## src/hw/rtl/dlpr_pkg.sv

```systemverilog
// ----------------------------------------------------------------------------
// dlpr_pkg
// Shared types and constants of the debug link packet receiver.
// ----------------------------------------------------------------------------
`default_nettype none

package dlpr_pkg;

    localparam int MaxPacket = 4096;
    localparam int CntW      = $clog2(MaxPacket + 1);

    localparam logic [7:0] CharDollar = 8'h24;
    localparam logic [7:0] CharHash   = 8'h23;
    localparam logic [7:0] CharPlus   = 8'h2B;
    localparam logic [7:0] CharMinus  = 8'h2D;

    localparam logic CmdByte   = 1'b0;
    localparam logic CmdTxDone = 1'b1;

    typedef enum logic [3:0] {
        KIND_PAYLOAD    = 4'd0,
        KIND_ACCEPTED   = 4'd1,
        KIND_MISMATCH   = 4'd2,
        KIND_BAD_DIGIT  = 4'd3,
        KIND_DROPPED    = 4'd4,
        KIND_ACKED      = 4'd5,
        KIND_RESEND     = 4'd6,
        KIND_STRAY_ACK  = 4'd7,
        KIND_UNEXPECTED = 4'd8
    } t_kind;

    typedef struct packed {
        t_kind             kind;
        logic [7:0]        payload_byte;
        logic              tx_valid;
        logic [7:0]        tx_byte;
        logic [CntW-1:0]   payload_length;
    } t_result;

endpackage

`default_nettype wire

```

## src/hw/rtl/debug_link_packet_receiver.sv

```systemverilog
// ----------------------------------------------------------------------------
// debug_link_packet_receiver
// Receive side of a '$payload#hh' debug link with checksum and ack tracking.
// ----------------------------------------------------------------------------
// Input channel (i_valid/o_ready): one transfer per link byte (i_cmd = 0) or a
// transmit-done notice (i_cmd = 1). Output channel (o_valid/i_ready): at most
// one result per input transfer, with outcome kind, passed-on payload byte,
// the ack byte to send ('+' or '-') and the finished packet's length.
// Items that give no result ('$', '#', first checksum digit, transmit done)
// still update state but produce no output transfer.
// A result appears on o_valid after its input transfer has passed the input
// register, then the result register. Throughput: one item per cycle while
// the result register is free, set by the state update between registers.
// Reset (synchronous, active low) returns the framer to idle, the response
// stage to none, and empties both registers.
// When the receiver holds i_ready low, the result stays put; one more input
// is still taken into the input register, then o_ready drops until the
// result moves.
// ----------------------------------------------------------------------------
`default_nettype none

module debug_link_packet_receiver (
    input  wire logic                       i_clk,
    input  wire logic                       i_rst_n,
    input  wire logic                       i_valid,
    output logic                            o_ready,
    input  wire logic                       i_cmd,
    input  wire logic [7:0]                 i_link_byte,
    output logic                            o_valid,
    input  wire logic                       i_ready,
    output logic [3:0]                      o_outcome_kind,
    output logic [7:0]                      o_payload_byte,
    output logic                            o_tx_valid,
    output logic [7:0]                      o_tx_byte,
    output logic [dlpr_pkg::CntW-1:0]       o_payload_length
);

    logic              w_in_vld;
    logic              w_in_cmd;
    logic [7:0]        w_in_byte;
    logic              w_advance;
    logic              w_out_free;
    logic              w_res_vld;
    dlpr_pkg::t_result w_res;
    dlpr_pkg::t_result w_out_res;

    assign w_advance = w_in_vld && w_out_free;

    dlpr_in_reg u_in_reg (
        .i_clk       (i_clk),
        .i_rst_n     (i_rst_n),
        .i_valid     (i_valid),
        .o_ready     (o_ready),
        .i_cmd       (i_cmd),
        .i_link_byte (i_link_byte),
        .i_advance   (w_advance),
        .o_vld       (w_in_vld),
        .o_cmd       (w_in_cmd),
        .o_byte      (w_in_byte)
    );

    dlpr_engine u_engine (
        .i_clk     (i_clk),
        .i_rst_n   (i_rst_n),
        .i_step    (w_advance),
        .i_cmd     (w_in_cmd),
        .i_byte    (w_in_byte),
        .o_res_vld (w_res_vld),
        .o_res     (w_res)
    );

    dlpr_out_reg u_out_reg (
        .i_clk     (i_clk),
        .i_rst_n   (i_rst_n),
        .i_load    (w_advance),
        .i_res_vld (w_res_vld),
        .i_res     (w_res),
        .i_ready   (i_ready),
        .o_valid   (o_valid),
        .o_free    (w_out_free),
        .o_res     (w_out_res)
    );

    assign o_outcome_kind   = w_out_res.kind;
    assign o_payload_byte   = w_out_res.payload_byte;
    assign o_tx_valid       = w_out_res.tx_valid;
    assign o_tx_byte        = w_out_res.tx_byte;
    assign o_payload_length = w_out_res.payload_length;

endmodule

`default_nettype wire

```

## src/hw/rtl/dlpr_in_reg.sv

```systemverilog
// ----------------------------------------------------------------------------
// dlpr_in_reg
// Input register: holds one link transfer until the engine consumes it.
// ----------------------------------------------------------------------------
`default_nettype none

module dlpr_in_reg (
    input  wire logic       i_clk,
    input  wire logic       i_rst_n,
    input  wire logic       i_valid,
    output logic            o_ready,
    input  wire logic       i_cmd,
    input  wire logic [7:0] i_link_byte,
    input  wire logic       i_advance,
    output logic            o_vld,
    output logic            o_cmd,
    output logic [7:0]      o_byte
);

    logic       r_vld;
    logic       r_cmd;
    logic [7:0] r_byte;

    // room whenever empty or the held item moves on this cycle
    assign o_ready = !r_vld || i_advance;

    always_ff @(posedge i_clk) begin
        if (!i_rst_n) begin
            r_vld <= 1'b0;
        end else if (i_valid && o_ready) begin
            r_vld <= 1'b1;
        end else if (i_advance) begin
            r_vld <= 1'b0;
        end
    end

    always_ff @(posedge i_clk) begin
        if (i_valid && o_ready) begin
            r_cmd  <= i_cmd;
            r_byte <= i_link_byte;
        end
    end

    assign o_vld  = r_vld;
    assign o_cmd  = r_cmd;
    assign o_byte = r_byte;

endmodule

`default_nettype wire

```

## src/hw/rtl/dlpr_engine.sv

```systemverilog
// ----------------------------------------------------------------------------
// dlpr_engine
// Framing state, checksum and response tracking; one item per step.
// ----------------------------------------------------------------------------
`default_nettype none

module dlpr_engine (
    input  wire logic        i_clk,
    input  wire logic        i_rst_n,
    input  wire logic        i_step,
    input  wire logic        i_cmd,
    input  wire logic [7:0]  i_byte,
    output logic             o_res_vld,
    output dlpr_pkg::t_result o_res
);

    typedef enum logic [1:0] {
        PH_IDLE    = 2'd0,
        PH_PAYLOAD = 2'd1,
        PH_DIGIT1  = 2'd2,
        PH_DIGIT2  = 2'd3
    } t_phase;

    typedef enum logic [1:0] {
        ST_NONE  = 2'd0,
        ST_READY = 2'd1,
        ST_SENT  = 2'd2
    } t_stage;

    t_phase                     r_phase,   n_phase;
    t_stage                     r_stage,   n_stage;
    logic [7:0]                 r_sum,     n_sum;
    logic [3:0]                 r_high,    n_high;
    logic                       r_first,   n_first;
    logic [dlpr_pkg::CntW-1:0]  r_cnt,     n_cnt;

    logic       b_hex_ok;
    logic [3:0] b_hex_val;

    // lowercase hex only; uppercase is a bad digit
    always_comb begin
        b_hex_ok  = 1'b0;
        b_hex_val = 4'd0;
        if (i_byte inside {[8'h61:8'h66]}) begin
            b_hex_ok  = 1'b1;
            b_hex_val = i_byte[3:0] + 4'd9;
        end else if (i_byte inside {[8'h30:8'h39]}) begin
            b_hex_ok  = 1'b1;
            b_hex_val = i_byte[3:0];
        end
    end

    always_comb begin
        n_phase   = r_phase;
        n_stage   = r_stage;
        n_sum     = r_sum;
        n_high    = r_high;
        n_first   = r_first;
        n_cnt     = r_cnt;
        o_res_vld = 1'b0;
        o_res     = '0;

        if (i_cmd == dlpr_pkg::CmdTxDone) begin
            if (r_stage == ST_READY) begin
                n_stage = ST_SENT;
            end
        end else begin
            case (r_phase)
                PH_IDLE: begin
                    if (i_byte == dlpr_pkg::CharDollar) begin
                        n_sum   = 8'd0;
                        n_cnt   = '0;
                        n_phase = PH_PAYLOAD;
                    end else if (i_byte == dlpr_pkg::CharPlus ||
                                 i_byte == dlpr_pkg::CharMinus) begin
                        o_res_vld = 1'b1;
                        if (r_stage == ST_SENT) begin
                            if (i_byte == dlpr_pkg::CharPlus) begin
                                n_stage    = ST_NONE;
                                o_res.kind = dlpr_pkg::KIND_ACKED;
                            end else begin
                                n_stage    = ST_READY;
                                o_res.kind = dlpr_pkg::KIND_RESEND;
                            end
                        end else begin
                            o_res.kind = dlpr_pkg::KIND_STRAY_ACK;
                        end
                    end else begin
                        o_res_vld  = 1'b1;
                        o_res.kind = dlpr_pkg::KIND_UNEXPECTED;
                    end
                end
                PH_PAYLOAD: begin
                    if (i_byte == dlpr_pkg::CharHash) begin
                        n_phase = PH_DIGIT1;
                    end else begin
                        n_sum = r_sum + i_byte;
                        if (r_cnt < dlpr_pkg::CntW'(dlpr_pkg::MaxPacket)) begin
                            n_cnt = r_cnt + dlpr_pkg::CntW'(1);
                        end
                        o_res_vld          = 1'b1;
                        o_res.kind         = dlpr_pkg::KIND_PAYLOAD;
                        o_res.payload_byte = i_byte;
                    end
                end
                PH_DIGIT1: begin
                    n_first = b_hex_ok;
                    n_high  = b_hex_val;
                    n_phase = PH_DIGIT2;
                end
                PH_DIGIT2: begin
                    n_phase              = PH_IDLE;
                    o_res_vld            = 1'b1;
                    o_res.payload_length = r_cnt;
                    if (r_stage != ST_NONE) begin
                        o_res.kind = dlpr_pkg::KIND_DROPPED;
                    end else if (!r_first || !b_hex_ok) begin
                        o_res.kind     = dlpr_pkg::KIND_BAD_DIGIT;
                        o_res.tx_valid = 1'b1;
                        o_res.tx_byte  = dlpr_pkg::CharMinus;
                    end else if ({r_high, b_hex_val} != r_sum) begin
                        o_res.kind     = dlpr_pkg::KIND_MISMATCH;
                        o_res.tx_valid = 1'b1;
                        o_res.tx_byte  = dlpr_pkg::CharMinus;
                    end else begin
                        n_stage        = ST_READY;
                        o_res.kind     = dlpr_pkg::KIND_ACCEPTED;
                        o_res.tx_valid = 1'b1;
                        o_res.tx_byte  = dlpr_pkg::CharPlus;
                    end
                end
                default: begin
                    n_phase = PH_IDLE;
                end
            endcase
        end
    end

    always_ff @(posedge i_clk) begin
        if (!i_rst_n) begin
            r_phase <= PH_IDLE;
            r_stage <= ST_NONE;
            r_sum   <= 8'd0;
            r_high  <= 4'd0;
            r_first <= 1'b0;
            r_cnt   <= '0;
        end else if (i_step) begin
            r_phase <= n_phase;
            r_stage <= n_stage;
            r_sum   <= n_sum;
            r_high  <= n_high;
            r_first <= n_first;
            r_cnt   <= n_cnt;
        end
    end

endmodule

`default_nettype wire

```

## src/hw/rtl/dlpr_out_reg.sv

```systemverilog
// ----------------------------------------------------------------------------
// dlpr_out_reg
// Result register: holds one result until the receiver takes it.
// ----------------------------------------------------------------------------
`default_nettype none

module dlpr_out_reg (
    input  wire logic              i_clk,
    input  wire logic              i_rst_n,
    input  wire logic              i_load,
    input  wire logic              i_res_vld,
    input  wire dlpr_pkg::t_result i_res,
    input  wire logic              i_ready,
    output logic                   o_valid,
    output logic                   o_free,
    output dlpr_pkg::t_result      o_res
);

    logic              r_vld;
    dlpr_pkg::t_result r_res;

    assign o_free = !r_vld || i_ready;

    always_ff @(posedge i_clk) begin
        if (!i_rst_n) begin
            r_vld <= 1'b0;
        end else if (i_load) begin
            r_vld <= i_res_vld;
        end else if (i_ready) begin
            r_vld <= 1'b0;
        end
    end

    always_ff @(posedge i_clk) begin
        if (i_load && i_res_vld) begin
            r_res <= i_res;
        end
    end

    assign o_valid = r_vld;
    assign o_res   = r_res;

endmodule

`default_nettype wire

```

## config.mk

```make
export PLATFORM = sky130hd
export DESIGN_NAME = debug_link_packet_receiver
export DESIGN_NICKNAME = d
export VERILOG_FILES = /design/src/hw/rtl/dlpr_pkg.sv /design/src/hw/rtl/debug_link_packet_receiver.sv /design/src/hw/rtl/dlpr_in_reg.sv /design/src/hw/rtl/dlpr_engine.sv /design/src/hw/rtl/dlpr_out_reg.sv
export SDC_FILE = /design/constraint.sdc
export NUM_CORES = 1
export LEC_CHECK = 0
export BUFFER_PORTS_ARGS = -buffer_cell sky130_fd_sc_hd__clkbuf_2
export CORE_ASPECT_RATIO = 1.75
export CORE_UTILIZATION = 45
export CTS_CLUSTER_SIZE = 30
export DETAILED_ROUTE_END_ITERATION = 10
export GPL_TIMING_DRIVEN = 0
export HOLD_SLACK_MARGIN = 0.15
export PLACE_DENSITY_LB_ADDON = 0.12
export SETUP_SLACK_MARGIN = 0.15
export SLEW_MARGIN = 20
export SYNTH_ARGS = -nofsm -noshare
export SYNTH_HDL_FRONTEND = slang
export SYNTH_HIERARCHICAL = 1
export SYNTH_SLANG_ARGS = --single-unit
```

## constraint.sdc

```tcl
create_clock -name i_clk -period 8.1 [get_ports i_clk]
set_clock_uncertainty 0.15 [all_clocks]
set_input_delay 0.405 -clock i_clk [delete_from_list [all_inputs] [get_ports i_clk]]
set_output_delay 0.405 -clock i_clk [all_outputs]
set_load 0.01 [all_outputs]
```

# == After elaboration in Yosys (flattened, before gate mapping) ==
# Index checks and enable logic that the tools add are counted.
# word_totals
out_inout_bits,36
ff_bits,75
in_bits,13
wordCells,118
# classes
eq_ne,21
bitwise,3
mux,42
n_reduce_logical,28
add_sub_neg,3
order_cmp,5
# op_table
operator,count
2-to-1 mux 13 bit,3
== test 8 x 6 -> 1 bit (second input constant),4
2-to-1 mux 2 bit,13
case mux 13 bit (2 select lines),1
2-to-1 mux 4 bit,6
2-to-1 mux 8 bit,2
case mux 8 bit (2 select lines),1
adder 13 x 1 -> 13 bit (second input constant),1
< comparator 13 bit (second input constant),1
!= test 3 bit (second input constant),4
case mux 4 bit (3 select lines),1
2-to-1 mux 1 bit,10
2-to-1 mux 9 bit,1
AND reduction 9 bit,1
adder 8 bit,1
greater-or-equal comparator 8 x 6 -> 1 bit (second input constant),1
greater-or-equal comparator 8 x 7 -> 1 bit (second input constant),1
<= comparator 8 x 6 -> 1 bit (second input constant),1
<= comparator 8 x 7 -> 1 bit (second input constant),1
!= test 2 x 1 -> 1 bit (second input constant),4
!= test 8 bit,1
case mux 2 bit (4 select lines),1
nonzero test 2 bit,4
== test 2 bit (second input constant),3
other kinds (20),35

# == Logic depth before layout (Yosys ltp) ==
# Gate-level depths: netlist of the first run.
# logic_depth
ltp_word,10
depth_mapped,10
ltp_nobuf,8

# == Cells and area by module ==
# Netlist of the first run, hierarchy kept.
# by_module_without_submodules
module,seq_area_each_um2,area_each_um2,cells_per_inst,instances
dlpr_engine,600.6,2552.4,307,1
dlpr_out_reg,1041.0,1072.3,39,1
dlpr_in_reg,290.3,327.8,14,1
debug_link_packet_receiver,0.0,6.3,1,1

# == Least setup slack after synthesis of the first run ==
# Ideal clock, no wire load.
# synth_timing
path_kind,register to register
from,reg u_in_reg.r_byte[1] (netlist: u_in_reg/o_byte[1])
to,"reg u_out_reg.r_res, in the netlist u_out_reg/o_res[30], data pin"
n_path_buf,0
synth_period_minus_slack_ns,2.542
required_ns,7.692
setup_ns,0.258
path_slack_ns,5.558
arrival_time_ns,2.134
path_stages_with_launch,9
cell_sequence,edfxtp_1 -> inv_1 -> ha_1 -> or3b_1 -> o21a_1 -> a221oi_1 -> a311o_1 -> nor3_1 -> o221a_2
# synth_via
elab_chain_cells,9
elab_cells_between_ends,26
cone_classes,add/sub (1); order compare (4); eq/ne (4); mux (12); reduce/logical (5)
# synth_rtl
element,line_no,source
"start, declared",dlpr_in_reg.sv:22,logic [7:0] r_byte;
"start signal, assigned",dlpr_in_reg.sv:40,r_byte <= i_link_byte;
greater-or-equal comparator 8 x 6 -> 1 bit / <= comparator 8 x 6 -> 1 bit (equally long branches),dlpr_engine.sv:47,end else if (i_byte inside {[8'h30:8'h39]}) begin
logical AND 1 bit,dlpr_engine.sv:47,
2-to-1 mux 4 bit / 2-to-1 mux 1 bit (equally long branches),dlpr_engine.sv:47,
2-to-1 mux 4 bit / 2-to-1 mux 1 bit (equally long branches),dlpr_engine.sv:44,if (i_byte inside {[8'h61:8'h66]}) begin
!= test 8 bit / zero test 1 bit (equally long branches),"dlpr_engine.sv:121, dlpr_engine.sv:117",
2-to-1 mux 2 bit / logical OR 1 bit (equally long branches),"dlpr_engine.sv:121, dlpr_engine.sv:117",
2-to-1 mux 4 bit,dlpr_engine.sv:117,end else if (!r_first || !b_hex_ok) begin
2-to-1 mux 4 bit,dlpr_engine.sv:115,if (r_stage != ST_NONE) begin
case mux 4 bit (3 select lines) *,dlpr_engine.sv:68,case (r_phase)
"end signal, assigned",dlpr_out_reg.sv:36,r_res <= i_res;
"end, declared",dlpr_out_reg.sv:20,dlpr_pkg::t_result r_res;
# Every way passes the cells marked *; elsewhere a longest branch is shown, timed or not.
# A chain may end at the register's enable or synchronous reset.

# == Worst setup path in the final report of the first run ==
# layout_timing
from,reg u_in_reg.r_byte[1] (netlist: u_in_reg/o_byte[1])
to,"reg u_out_reg.r_res, in the netlist u_out_reg/o_res[31], data pin"
# Same word-level chain as after synthesis.

==> results of run 1 <==
==> metal layers <==
metal / part of all wire / wire (um) / global-route usage
met4: 0.044 / 361 / 0.123
met2: 0.55 / 4540 / 0.351
met5: 0 / 0 / 0
met1: 0.38 / 3120 / 0.202
met3: 0.030 / 249 / 0.0416
==> sequential cells by signal (all words and copies together) (netlist names) <==
signal,count
u_in_reg/o_byte,8
u_out_reg/o_valid,1
u_in_reg/o_vld,1
u_engine/r_high,4
u_out_reg/o_res,34
u_engine/r_sum,8
u_engine/r_first,1
u_engine/r_phase,2
u_engine/r_stage,2
u_in_reg/o_cmd,1
u_engine/r_cnt,13
==> worst max-delay path: stages, from the launching register on <==
cell and delay, ns:
edfxtp_1 0.61, inv_1 0.18, ha_1 0.26, or3b_1 0.42, o21ai_2 0.15, nor2_2 0.13
a311o_1 0.42, nor4_4 0.26, nor2_1 0.09
==> Yosys cell counts, drive strengths merged, types with 3 or more instances <==
master	number	area, um2
and2	24	156
clkbuf	7	46.3
nor3b	4	35.0
dfxtp	32	641
and3	5	31.3
ha	17	213
o21ai	13	68.8
a32oi	3	26.3
nor2b	15	93.8
a21oi	13	65.1
a22oi	8	60.1
inv	16	60.1
a31oi	4	25.0
xnor2	16	140
mux2i	3	30.0
or3	3	18.8
nand2	18	67.6
o21a	3	30.0
nor2	28	110
buf	10	73.8
nand4	6	67.6
edfxtp	43	1290
nand3	14	75.1
o211ai	6	45.0
nor3	9	45.0
==> report_power, final <==
part / total [mW] / switching, mW / internal [mW]
clock network: 0.373 / 0.148 / 0.225
logic: 0.0547 / 0.0304 / 0.0243
registers: 0.420 / 0.00861 / 0.411
total: 0.847 / 0.187 / 0.660
==> kinds of logic after synthesis <==
group,count (synthesis)
XOR/XNOR,17
adder cells (fa/ha/maj),18
buffers and inverters,33
flip-flops,75
other,1
multiplexers,5
AO/OA/AOI/OAI,74
AND/OR/NAND/NOR,138
==> area by class of cell <==
| cell class | count | area share |
|---|---|---|
| repair buffers | 57 | 0.0699 |
| clock buffers | 12 | 0.0546 |
| multi-input cells | 255 | 0.393 |
| flip-flops and latches | 75 | 0.409 |
| inverters | 16 | 0.0127 |
| plain buffers | 17 | 0.0254 |
| well taps | 115 | 0.0305 |
| clock inverters | 4 | 0.00530 |
==> final timing paths <==
path                               to  slack (ns)
setup / recovery  u_out_reg/o_res[31]        5.16
hold / removal         u_in_reg/o_vld        0.16
setup reg to reg  u_out_reg/o_res[31]        5.16
hold reg to reg        u_in_reg/o_vld        0.36
==> metrics by stage <==
| step | util | instances | cell area, um2 | hold slack, ns | total power, mW |
|---|---|---|---|---|---|
| after floorplan | - | 363 | 3970 | 0.328 | 0.460 |
| after global placement | 0.516 | 526 | 4350 | 0.338 | 0.479 |
| after detailed placement | 0.516 | 526 | 4350 | 0.354 | 0.480 |
| after CTS | 0.561 | 551 | 4720 | 0.154 | 0.858 |
| after global routing | 0.561 | 551 | 4720 | 0.176 | 0.881 |
| final | 0.561 | 551 | 4720 | 0.162 | 0.847 |
==> impl_results.md, run 1 <==
- Vias in the first global route: 2836
- Crit path from: u_in_reg/o_byte[1]
- DRC errors left: 0
- Pin count of the biggest net entering global routing: 36
- Sum Neg Setup Slack: 0 ns
- Htree depth: 3
- Top-Level Pins: 49
- DPL Wire Length: 6190 um
- Commonest non-fill, non-tap cell in the layout: clkbuf_2
- Adder-Cell Fraction of Synth Area: 0.0588
- Commonest cells after routing, fill and taps aside: 48 x clkbuf_2, 43 x edfxtp_1, 32 x dfxtp_1
- Via/cell ratio: 5.29
- Async set-reset flop share out of synthesis: 0
- Max_slew headroom: 0.667
- GRT Resource Usage Total: 0.197
- Via Count: 2915
- Post-CTS Setup Repair Bufs: 0
- Mean routed wirelength per cell: 15.0 um
- Worst Hold Launch: i_valid
- CTS Buf Count: 9
- Core box area: 8420 um2
- TritonCTS clock tree: built
- Clock root buffer: clkbuf_16
- CP Launch Type: flop
- Remaining antenna violation count after routing: 0
- Sequential cell area: 1930 um2
- Post-synthesis cell type count: 72
- Crit Path Max Fanout: 11
- Hold WC Path Type: input port to flop
- Die area: 9190 um2
- Largest family of logic cells by synthesized area: simple AND/OR/NAND/NOR gates
- Power per cell area: 179 nW/um2
- CTS Hold Bufs: 9
- Num Clock Sinks: 75
- Final WL: 8270 um
- Share of layout cells above drive strength 1: 0.227
- Gpl congestion: 0.886
- Flops & latches, synth: 75
- First-pass GRT wire length: 13600 um
- Unrepaired setup endpoints after global routing: false
- Worst reg2reg path startpoint: u_in_reg/o_byte[1]
- Clock Latency Late Sink: 0.33 ns
- Peak supply drop: 0.000113 V
- Site Rows: 44
- Final Cycle Share: 0.363
- Area grow syn2layout: 19.3%
- Die X: 72.9 um
- Worst hold stages: 3
- Crit Path Category: flop to flop
- DP Worst Slack: 5.21 ns
- Leakage: 1.81 nW
- Status: completed
- Tmin final: 2.94 ns
- Antenna violations before repair: 0
- Clk buf depth: 2
- Setup ws final: 5.16 ns
- Worst setup EP type: flop
- Worst-path clk slew: 0.06 ns
- Slew @ Worst Pin: 0.497 ns
- Mux cell area share after synthesis: 0.0133
- Drt pass-1 iters: 4
- Synth Cell Area: 3960 um2
- Max cap viols: 0
- Layout net count: 462
- Arrival time worst endpoint: 2.86 ns
- Synth Area in XOR/XNOR: 0.0376
- Final max-slew violation count: 0
- Final-report hold violation count: 0
- Mean area per synthesized cell: 11.0 um2
- # diodes: 0
- Die Ht: 126 um
- DR iter-0 viols: 163
- FILL cells: 751
- Max frequency: 340 MHz
- Resized cells post-CTS: 0
- Post-Syn Instances: 361
- Simple-gate portion of the synthesized area: 0.218
- Sequential fraction of the synthesis area: 0.488
- Synth warn: 6
- Starting density of the core: 0.470
- EDFF count, synth: 43
- Reg2Reg Depth: 8
- Setup violators final: 0
- Synth Area in Compound Gates: 0.137
- Gr ovfl total: 0
- Multi-input gate area: 1850 um2
- CP required: 8.02 ns
- PortBufs: 48
- Main synth FF type: edfxtp_1
(Power assumes the default switching activity.)
==> run 2, diff against run 1 <==
==> constraint.sdc (replaced) <==
create_clock -name i_clk -period 2.6 [get_ports i_clk]
set_clock_uncertainty 0.15 [all_clocks]
set_input_delay 0.13 -clock i_clk [delete_from_list [all_inputs] [get_ports i_clk]]
set_output_delay 0.13 -clock i_clk [all_outputs]
set_load 0.01 [all_outputs]
==> run 2 against run 1 <==
- setup slack lost 5.1 ns
- combinational power increased to 4.5 times the previous value
- routed wire length rose by 12%
- maximum frequency rose by 14%
- via count increased by 9.1%
- final area increased by 10%
- register-to-register slack lost 5.1 ns
- utilization grew 5.9 points
- cell count up 6.7%
- sequential share of layout area shrank 3.9 points
- critical endpoint is now u_out_reg/o_res[30]
- largest power group unchanged
==> impl_results.md, run 2 (synthesis gave the netlist of run 1 again) <==
- Worst-path clk slew: 0.06 ns (about the same)
- Layout net count: 499 (+8.0%)
- Drt pass-1 iters: 4 (unchanged)
- Gr ovfl total: 0 (unchanged)
- Status: completed
- Setup violators final: 0 (unchanged)
- Placed cell area: 4360 um2 (+0.26%)
- CP Launch Type: flop
- Hold WC Path Type: input port to flop
- Peak supply drop: 0.000358 V (+220%)
- Unrepaired setup endpoints after global routing: true
- Clock root buffer: clkbuf_16
- CP required: 2.54 ns (-5.48 ns)
- Commonest cells after routing, fill and taps aside: 49 x clkbuf_2, 43 x edfxtp_1, 37 x buf_4
- First-pass GRT wire length: 15000 um (+11%)
- TritonCTS clock tree: built
- Setup ws final: 0.0224 ns (-5.13 ns)
- Core box area: 8420 um2 (unchanged)
- CTS Buf Count: 9 (unchanged)
- Clock Latency Late Sink: 0.33 ns (about the same)
- Die Ht: 126 um (unchanged)
- Htree depth: 3 (unchanged)
- Die X: 72.9 um (unchanged)
- DR iter-0 viols: 185 (+13%)
- Worst setup EP type: flop
- WHS: 0.358 ns (+0.196 ns)
- Final WL: 9290 um (+12%)
- Final-report hold violation count: 0 (unchanged)
- Multi-input gate area: 2060 um2 (+11%)
- Leakage: 2.04 nW (+13%)
- Max cap viols: 0 (unchanged)
- Starting density of the core: 0.470 (unchanged)
- Cell area after layout: 5220 um2 (+10%)
- Pin count of the biggest net entering global routing: 13 (-64%)
- Via Count: 3181 (+9.1%)
- Antenna violations before repair: 0 (unchanged)
- Sequential cell area: 1930 um2 (unchanged)
- Area grow syn2layout: 31.8%
- Clk buf depth: 2 (unchanged)
- Tmin final: 2.58 ns (-0.365 ns)
- Num Clock Sinks: 75 (unchanged)
- Gpl congestion: 0.909 (+2.6%)
- Die area: 9190 um2 (unchanged)
- Crit Path Category: flop to flop
- Mean routed wirelength per cell: 15.8 um (+5.3%)
- Arrival time worst endpoint: 2.51 ns (-0.35 ns)
- Max frequency: 388 MHz (+14%)
- GRT Resource Usage Total: 0.221 (+0.0239)
- Vias in the first global route: 3061 (+7.9%)
- Final max-slew violation count: 0 (unchanged)
- DPL Wire Length: 6220 um (+0.47%)
- DP Worst Slack: -0.202 ns (-5.41 ns)
- Power per cell area: 532 nW/um2 (+200%)
- Crit Path Max Fanout: 5 (-6)
- Remaining antenna violation count after routing: 0 (unchanged)
- # diodes: 0 (unchanged)
- Commonest non-fill, non-tap cell in the layout: clkbuf_2
- Share of layout cells above drive strength 1: 0.336 (+0.109)
- Top-Level Pins: 49 (unchanged)
- Max reg flops: 34 (unchanged)
- DRC errors left: 0 (unchanged)
- Final Cycle Share: 0.991 (+0.628)
- FILL cells: 710 (-5.5%)
- Site Rows: 44 (unchanged)
- PortBufs: 48 (unchanged)
- Via/cell ratio: 5.41 (+2.3%)
run 2: cell types whose count changed in the layout (fill, tap and decap cells not counted), sizes merged:
cell,before,now
and2,24,27
buf,10,40
bufinv,0,1
clkinv,2,1
dlygate4sd3,9,13
run 2: path summary, 6_finish.rpt:
check	from	endpoint	slack [ns]	cells after the start
worst max register to register	u_in_reg/o_byte[0]	u_out_reg/o_res[30]	0.02	8
worst min register to register	u_engine/r_cnt[4]	u_engine/r_cnt[4]	0.37	2
worst max-delay path	u_in_reg/o_byte[0]	u_out_reg/o_res[30]	0.02	8
worst min-delay path	i_link_byte[7]	u_in_reg/o_byte[7]	0.36	2
run 2: layout make-up:
cell class              count  share of cell area
plain buffers              17              0.0242
clock buffers              12              0.0472
clock inverters             4             0.00959
inverters                  16              0.0115
multi-input cells         258               0.394
flip-flops and latches     75               0.370
well taps                 115              0.0276
repair buffers             91               0.116
run 2: power by group:
part	internal, mW	total, mW	leakage (nW)	switching, mW
Combinational	0.120	0.248	1.22	0.128
Sequential	1.28	1.30	0.678	0.0203
Clock	0.767	1.23	0.139	0.460
run 2: per-stage QoR:
stage | power, mW | instances | utilization | setup TNS [ns]
final | 2.78 | 588 | 0.620 | 0
after global placement | 1.49 | 526 | 0.518 | -0.494
after CTS | 2.78 | 573 | 0.596 | 0
after global routing | 2.87 | 588 | 0.620 | -0.141
after detailed placement | 1.50 | 526 | 0.518 | -2.03
after floorplan | 1.44 | 363 | - | 0
run 2: metal layers:
layer | GRT usage | wire length, um | up-vias | part of all wire
li1 | - | - | 1533 | -
met1 | 0.223 | 3340 | 1521 | 0.36
met2 | 0.401 | 5080 | 95 | 0.55
met3 | 0.0488 | 380 | 32 | 0.041
met4 | 0.128 | 493 | 0 | 0.053
met5 | 0 | 0 | - | 0
run 2: critical path, cell delays in order, from the launching register on:
cell and delay [ns]:
edfxtp_1 0.48, inv_2 0.14, ha_4 0.14, or3b_4 0.41, o21a_1 0.16, a221oi_2 0.25, a311o_1 0.25, nor3_2 0.06
o221a_2 0.27
run 2: repair_timing:
item / in CTS / in global routing
gates cloned: 3 / 0
gates resized for setup: 18 / 24
setup endpoints to repair: 59 / 39
hold buffers: 13 / 0
hold endpoints to repair: 23 / 0
pin swaps: 12 / 11
setup buffers: 15 / 15
==> run 3, diff against run 2 <==
--- a/config.mk
+++ b/config.mk
@@ -5,9 +5,10 @@
 export SDC_FILE = /design/constraint.sdc
 export NUM_CORES = 1
 export LEC_CHECK = 0
+export ABC_AREA = 1
 export BUFFER_PORTS_ARGS = -buffer_cell sky130_fd_sc_hd__clkbuf_2
-export CORE_ASPECT_RATIO = 1.75
-export CORE_UTILIZATION = 45
+export CORE_ASPECT_RATIO = 0.7
+export CORE_UTILIZATION = 52
 export CTS_CLUSTER_SIZE = 30
 export DETAILED_ROUTE_END_ITERATION = 10
 export GPL_TIMING_DRIVEN = 0
==> run 3 against run 2 <==
- maximum frequency is 5.5% higher
- sequential power about the same
- first-iteration DRC count increased by 17%
- cell count up 7.3%
- routed wire length down 0.88%
- via count rose by 5.3%
- final area fell by 7.6%
- total power fell by 11%
- synthesized cell count up 21%
- worst hold slack worse by 0.028 ns
- highest routed layer unchanged
==> impl_results.md, run 3 <==
- Most common cell in the netlist: nand2_1
- Grt met2 use: 0.367 (-0.0334)
- Die Ht: 73.5 um (-42%)
- Power per cell area: 514 nW/um2 (-3.4%)
- Gr ovfl total: 0 (unchanged)
- WHS: 0.330 ns (-0.0278 ns)
- Crit path from: u_in_reg/o_byte[3]
- Peak supply drop: 0.000327 V (-8.9%)
- Synth warn: 6 (unchanged)
- Tmin final: 2.44 ns (-0.133 ns)
- Gpl congestion: 0.932 (+2.5%)
- Max frequency: 409 MHz (+5.5%)
- CTS Buf Count: 9 (unchanged)
- Share of layout cells above drive strength 1: 0.251 (-0.0848)
- Leakage: 2.08 nW (+1.8%)
- Final max-slew violation count: 0 (unchanged)
- Gr busiest metal: met2
- Post-route non-filler standard cell count: 631 (+7.3%)
- DP Worst Slack: -0.489 ns (-0.288 ns)
- Cell area after layout: 4820 um2 (-7.6%)
- Site Rows: 25 (-43%)
- Slew @ Worst Pin: 0.771 ns
- Final Cycle Share: 0.940 (-0.0513)
- Top-Level Pins: 49 (unchanged)
- Fin util: 0.697 (+0.0778)
- Slowest stage delay, CP: 0.43 ns (-0.05 ns)
- Synth area leader: edfxtp_1
- Worst setup EP type: flop
- Top Family by Delay on Critical Path: buffers and inverters
- Worst path slowest cell: edfxtp_1
- # diodes: 0 (unchanged)
- Area grow syn2layout: 27.1%
- Layout net count: 563 (+13%)
- Core box area: 6910 um2 (-18%)
- First-pass GRT wire length: 13700 um (-8.5%)
- Htree depth: 3 (unchanged)
- Final WL: 9210 um (-0.88%)
- Commonest cells after routing, fill and taps aside: 75 x nand2_1, 61 x inv_1, 52 x nor2_1
- CP Launch Type: flop
- Antenna violations before repair: 0 (unchanged)
- Unrepaired setup endpoints after global routing: true
- Mean routed wirelength per cell: 14.6 um (-7.6%)
- DRC errors left: 0 (unchanged)
- Cells after DPL: 582 (+11%)
- Crit Path Max Fanout: 9 (+4)
- Via/cell ratio: 5.31 (-1.9%)
- Clock root buffer: clkbuf_8
- Final-report hold violation count: 0 (unchanged)
- Hold WC Path Type: flop to flop
- Pin count of the biggest net entering global routing: 18 (+5)
- Setup violators final: 0 (unchanged)
- Max reg flops: 34 (unchanged)
- Clk buf depth: 2 (unchanged)
- GRT Resource Usage Total: 0.241 (+0.0201)
- Die X: 104 um (+43%)
- Flops & latches, synth: 75 (unchanged)
- Met1 Track Usage GR: 0.346 (+0.122)
- Crit Path Category: flop to flop
- TritonCTS clock tree: built
- Remaining antenna violation count after routing: 0 (unchanged)
- Starting density of the core: 0.549 (+0.0788)
- Setup ws final: 0.156 ns (+0.133 ns)
- Commonest non-fill, non-tap cell in the layout: nand2_1
- Clock Latency Late Sink: 0.34 ns (about the same)
- Max_slew headroom: 0.486
- CP required: 2.55 ns (about the same)
- Die area: 7650 um2 (-17%)
- Worst Hold Launch: u_engine/r_cnt[4]
- Worst reg2reg path startpoint: u_in_reg/o_byte[3]
- Most area-consuming cells after synthesis: edfxtp_1 34%, dfxtp_1 17%, nand2_1 7.9%
- DR iter-0 viols: 217 (+17%)
- PortBufs: 48 (unchanged)
- WP buf/inv: 5 (+4)
- Max cap viols: 0 (unchanged)
- Vias in the first global route: 2840 (-7.2%)
- Synth Cell Area: 3790 um2 (-4.2%)
- Num Clock Sinks: 75 (unchanged)
- Sequential fraction of the synthesis area: 0.509 (+0.0212)
- Via Count: 3349 (+5.3%)
- Met3 usage: 0.0630 (+0.0142)
- Arrival time worst endpoint: 2.39 ns (-0.12 ns)
- Post-synthesis cell type count: 38 (-47%)
- Top cell type's share of synthesized area: 0.340 (+0.0142)
- Synth top cells by count: 80 x nand2_1, 64 x inv_1, 58 x nor2_1
- Async set-reset flop share out of synthesis: 0 (unchanged)
- Main synth FF type: edfxtp_1
- Post-Syn Instances: 438 (+21%)
- EDFF count, synth: 43 (unchanged)
- Drt pass-1 iters: 5 (+1)
- Placed cell area: 4170 um2 (-4.3%)
- Mean area per synthesized cell: 8.66 um2 (-21%)
- Status: completed
- Worst-path clk slew: 0.08 ns (+0.02 ns)
- Critical Path, Cell by Cell: buf_4, inv_1, nand2_1, nor3b_4, nor2_2, o311ai_2, inv_1, nand2_4, clkinvlp_4, buf_4
- DPL Wire Length: 5970 um (-4.0%)
## run 3: cell count changes in the layout (fill, tap and decap cells not counted), moves of 13 or more
cell / previous run / this run
xnor2_1: 15 / 2
inv_1: 14 / 61
nor2_1: 26 / 52
nand2_1: 17 / 75
nor2b_1: 14 / 0
a21oi_1: 9 / 33
buf_4: 37 / 23
and2_1: 20 / 1
## run 3: kinds of logic after synthesis
family,count (synthesis),share of synthesized area
DFF,75,0.509
AOI/OAI and AO/OA,63,0.0947
other,1,0.000988
buffers and inverters,75,0.0801
and+or+nand+nor,198,0.235
adders and majority gates,18,0.0613
xor gates and xnor gates,8,0.0185
## run 3: per-stage QoR
stage	setup TNS (ns)	total power [mW]
floorplan	0	1.42
global placement	-16.73	1.48
detailed placement	-16.52	1.48
CTS	0	2.46
global route	0	2.57
finish	0	2.48
## run 3: per-layer routing
layer,share of wire,vias up
met5,0,-
met4,0.0091,0
met3,0.089,9
met2,0.45,150
met1,0.45,1566
li1,-,1624
## run 3: timing repair
item | CTS | global route
endpoints found under the hold margin | 23 | 0
buffers inserted | 8 | 11
gates resized for setup | 2 | 32
cloned | 1 | 0
pin swaps | 1 | 12
hold buffers | 13 | 0
endpoints found under the setup margin | 37 | 47
## run 3: final cells by class
cell class                 instances  area, um2
timing repair buffer              80        529
clock buffer                      11        131
sequential                        75       1930
fill                             518       2090
inverter                          67        258
buffer                             8       52.6
tap                               94        118
clock inverter                     5       77.6
multi-input combinational        290       1720
timing repair inverter             1       7.51
## run 3: worst paths after layout
path                               to  slack, ns  depth (start not counted)
hold / removal      u_engine/r_cnt[4]       0.33                          2
setup / recovery  u_out_reg/o_res[14]       0.16                         10
hold reg to reg     u_engine/r_cnt[4]       0.33                          2
setup reg to reg  u_out_reg/o_res[14]       0.16                         10
## run 3: where the power goes
group	internal, mW	total, mW	switching (mW)	leakage (nW)
registers	1.28	1.30	0.0195	0.666
logic	0.0888	0.219	0.130	1.30
clock network	0.538	0.958	0.419	0.105
total	1.91	2.48	0.569	2.08
## run 3: worst register-to-register path: stages (launching register included)
cell and delay (ns):
edfxtp_1 0.43, buf_4 0.17, inv_1 0.10, nand2_1 0.13, nor3b_4 0.28, nor2_2 0.10
o311ai_2 0.32, inv_1 0.13, nand2_4 0.12, clkinvlp_4 0.09, buf_4 0.18
